===== src/bounding_sphere_ritter_defines.svh =====
// ----------------------------------------------------------------------------
// bounding_sphere_ritter_defines
// assertion macros shared by the bounding sphere block
// ----------------------------------------------------------------------------
`ifndef BOUNDING_SPHERE_RITTER_DEFINES_SVH
`define BOUNDING_SPHERE_RITTER_DEFINES_SVH
`ifndef SYNTHESIS
`define RBS_ASSERT_IMP(label, ante, cons) \
	label: assert property (@(posedge clk) disable iff (!arst_n) (ante) |-> (cons)) \
		else $error("same-cycle check failed");
`define RBS_ASSERT_NXT(label, ante, cons) \
	label: assert property (@(posedge clk) disable iff (!arst_n) (ante) |=> (cons)) \
		else $error("next-cycle check failed");
`else
`define RBS_ASSERT_IMP(label, ante, cons)
`define RBS_ASSERT_NXT(label, ante, cons)
`endif
`endif


===== src/rbs_pkg.sv =====
// ----------------------------------------------------------------------------
// rbs_pkg
// shared constants, control struct and solver states of the bounding sphere
// ----------------------------------------------------------------------------
`default_nettype none
package rbs_pkg;
	localparam int RBS_MAX_POINTS = 128;
	localparam int RBS_COORD_BITS = 16;
	localparam int RBS_FRAC_BITS  = 30;
	localparam int RBS_QDEPTH     = 2;

	typedef struct packed {
		logic store;
		logic last;
		logic drop;
	} rbs_ctl_t;

	typedef enum logic [3:0] {
		B_IDLE,
		B_AXDIFF,
		B_SUM,
		B_AXCMP,
		B_INIT,
		B_SQRT,
		B_SQDONE,
		B_RR1,
		B_RR2,
		B_RD,
		B_PTDIFF,
		B_PTCMP,
		B_DIV,
		B_MOVE,
		B_RUPD,
		B_OUT
	} rbs_state_t;
endpackage
`default_nettype wire


===== src/rbs_queue.sv =====
// ----------------------------------------------------------------------------
// rbs_queue
// short queue between the point front and the sphere solver
// ----------------------------------------------------------------------------
`default_nettype none
module rbs_queue #(
	parameter int W = 8
) (
	input  wire logic         clk,
	input  wire logic         arst_n,
	input  wire logic         push,
	input  wire logic [W-1:0] wdata,
	output logic              full,
	input  wire logic         pop,
	output logic [W-1:0]      rdata,
	output logic              empty
);
	localparam int DEPTH = rbs_pkg::RBS_QDEPTH;
	localparam int PW    = $clog2(DEPTH);
	localparam int CW    = $clog2(DEPTH + 1);

	logic [W-1:0]  slot_q [DEPTH];
	logic [PW-1:0] wr_q;
	logic [PW-1:0] rd_q;
	logic [CW-1:0] cnt_q;

	assign full  = (cnt_q == CW'(DEPTH));
	assign empty = (cnt_q == '0);
	assign rdata = slot_q[rd_q];

	always_ff @(posedge clk or negedge arst_n) begin
		if (!arst_n) begin
			wr_q  <= '0;
			rd_q  <= '0;
			cnt_q <= '0;
		end else begin
			if (push) wr_q <= wr_q + PW'(1);
			if (pop)  rd_q <= rd_q + PW'(1);
			if (push && !pop)      cnt_q <= cnt_q + CW'(1);
			else if (pop && !push) cnt_q <= cnt_q - CW'(1);
		end
	end

	always_ff @(posedge clk) begin
		if (push) slot_q[wr_q] <= wdata;
	end
endmodule
`default_nettype wire


===== config.mk =====
export PLATFORM = sky130hd
export DESIGN_NAME = rbs_queue
export DESIGN_NICKNAME = d
export VERILOG_FILES = /design/src/bounding_sphere_ritter_defines.svh /design/src/rbs_pkg.sv /design/src/rbs_queue.sv
export SDC_FILE = /design/constraint.sdc
export NUM_CORES = 1
export LEC_CHECK = 0
export BUFFER_PORTS_ARGS = -buffer_cell sky130_fd_sc_hd__clkbuf_2
export CAP_MARGIN = 20
export CORE_MARGIN = 1.5
export CORE_UTILIZATION = 52
export CTS_CLUSTER_DIAMETER = 150
export CTS_CLUSTER_SIZE = 20
export DETAILED_ROUTE_END_ITERATION = 8
export PLACE_DENSITY = 0.89
export SYNTH_ARGS = -nofsm -noshare
export SYNTH_HDL_FRONTEND = slang
export SYNTH_SLANG_ARGS = --single-unit
export TNS_END_PERCENT = 5

===== constraint.sdc =====
create_clock -name clk -period 3.1 [get_ports clk]
set_input_delay 0.465 -clock clk [delete_from_list [all_inputs] [get_ports clk]]
set_output_delay 0.465 -clock clk [all_outputs]
set_load 0.02 [all_outputs]

==> results.toml <==
[cells_and_area]
fin_cells = 80
n_antenna_cell = 0
final_common_cell = "clkbuf_2"
drive_above_1_share = 0.508
layout_common_cells = "clkbuf_2, edfxtp_1, mux2_2"
fillerInstances = 99
layout.nets = 80
syn2layout_area_growth_pct = 18.8

[run_status]
status = "finished clean"

[power_and_ir_drop]
power.density_nw_per_um2 = 873
p_seq_frac = 0.524
power_leakage_nw = 0.382
p_total_w = 0.000800
p_comb_frac = 0.330
switching_share = 0.339
p_clk_frac = 0.146
peakVddDrop_uv = 478
switchingPower_w = 0.000272
intPower_w = 0.000529

[critical_path]
cpMaxStageDelayCell = "dfrtp_1"
max_stage_delay_ns = 0.59
cp_cell_sequence = "mux2_2, clkbuf_2"
end_kind = "primary output"
cp.buffers_inverters = 1
cp.arrival_ns = 1.43
worst-setup-path-type = "reg2out"
cp_top_family = "flip-flops"
critPathMaxFanout = 9
startpoint_type = "flip-flop"
required_ns = 2.63

[placement]
dp_cells = 76
place.gp.congestion = 0.651
dp_slack_ns = 1.53
port_buffers = 21
dp_hpwl_um = 857

[sta]
setup_slack_ns = 1.21
setup_violations = 0
fin_worst_skew_ns = 0.00165
drv_slew = 0
fmax_mhz = 529
tns_ns = 0
grt_setup_unrepaired = "no"
tightest_slew_ns = 0.686
relSlewSlack = 0.542
period_share = 0.610
hold_viol_final = 0
fin_crit_ns = 1.89
hold-worst-slack_ns = 0.351

[yosys]
yosysSeqAreaShare = 0.753
syn-cell-area_um2 = 771
synth_nets = 54
synth-seq-cells = 20
yosysWarnings = 0
yosys.cell_types.count = 12
synth_cells = 41
avgSynthCellArea_um2 = 18.8

[worst_hold_path]
worstHoldPathType = "in2reg"

[route]
drtPass1Iterations = 2
drt_iter0_markers = 7
wl_per_cell_um = 14.3
drtAntennaViolNets = 0
viasPerCell = 5.09
drcViolationCount = 0
wl_um = 1140
vias = 407

[global_routing]
grt_pass1_wl_um = 1920
overflow = 0
antenna_found_initial = 0
grt_pass1_vias = 459
grt_max_degree = 11
gr-usage-all-layers = 0.151

[clocking]
clk_latency_ns = 0.29
cts_root_buf = "clkbuf_4"
cts_num_sinks = 20
path_clk_slew_ns = 0.10
cts-buffers-inserted = 3
tritoncts = "yes"
postCtsResizedCells = 0
cts-htree-levels = 1
cts_buffer_depth = 2

[flow_run]
max_cap_violations = 0

[floorplanning]
die_area_um2 = 1720
die_x_um = 41.5
die_h_um = 41.5
ios = 22
start_util = 0.578
core_region_area_um2 = 1330
row_count = 13
[through the flow]
step           utilization  instance area, um^2
3_3_place_gp         0.662                  883
2_1_floorplan            -                  771
4_1_cts              0.687                  916
3_5_place_dp         0.662                  883
5_1_grt              0.687                  916
6_report             0.687                  916
[timing repair]
action	in CTS	in global routing
hold endpoints to repair	4	0
setup buffers	0	0
hold buffers	1	0
[routing by layer]
metal | routed length, um | track usage | part of all wire | up-vias
met1 | 493 | 0.162 | 0.43 | 193
met3 | 49 | 0.0130 | 0.043 | 3
met2 | 577 | 0.288 | 0.50 | 14
met4 | 23 | 0.0774 | 0.020 | 0
li1 | - | - | - | 197
met5 | 0 | 0 | 0 | -
[flip-flops by register name, indices dropped and copies added, names as in the netlist]
| signal | cells |
|---|---|
| wr_q | 1 |
| cnt_q | 2 |
| slot_q | 16 |
| rd_q | 1 |
[cell families after synthesis]
group | Yosys count | share of synthesized area
simple gates | 5 | 0.0374
fa+ha+maj | 1 | 0.0162
mux | 8 | 0.117
xor+xnor | 5 | 0.0568
flops | 20 | 0.753
buf+inv | 2 | 0.0195
[cells in the mapped netlist (all sizes together)]
cell type	number	area, um^2
buf	1	11.3
mux2	8	90.1
edfxtp	16	480
nor2b	1	6.26
nor2	2	7.51
and2	1	6.26
xor2	4	35.0
and2b	1	8.76
xnor2	1	8.76
inv	1	3.75
ha	1	12.5
dfrtp	4	100
[cell type report]
type / instances / area [um^2] / area share
Clock buffer: 3 / 22.5 / 0.0246
Multi-Input combinational cell: 19 / 175 / 0.191
Tap cell: 15 / 18.8 / 0.0205
Inverter: 1 / 3.75 / 0.00410
Timing Repair Buffer: 22 / 115 / 0.126
Sequential cell: 20 / 581 / 0.634
[final timing paths]
kind / start / end / slack (ns) / cells after the start
max: rd_q$_DFFE_PN0P_ / rdata[4] / 1.21 / 2
min: wdata[3] / slot_q[0][3]$_DFFE_PP_ / 0.35 / 1
max reg2reg: wr_q$_DFFE_PN0P_ / slot_q[0][2]$_DFFE_PP_ / 1.78 / 1
min reg2reg: wr_q$_DFFE_PN0P_ / wr_q$_DFFE_PN0P_ / 0.49 / 1
max in group asynchronous: arst_n / rd_q$_DFFE_PN0P_ / 2.48 / 2
min in group asynchronous: arst_n / cnt_q[0]$_DFFE_PN0P_ / 0.49 / 2
[power groups by stage]
stage          sequential [W]  clock (W)  combinational (W)
2_1_floorplan        0.000394          0           0.000221
3_3_place_gp         0.000420          0           0.000260
3_5_place_dp         0.000426          0           0.000266
4_1_cts              0.000421   0.000119           0.000268
5_1_grt              0.000428   0.000128           0.000283
6_report             0.000419   0.000117           0.000264
No activity file was read; power rests on OpenSTA's default activity.
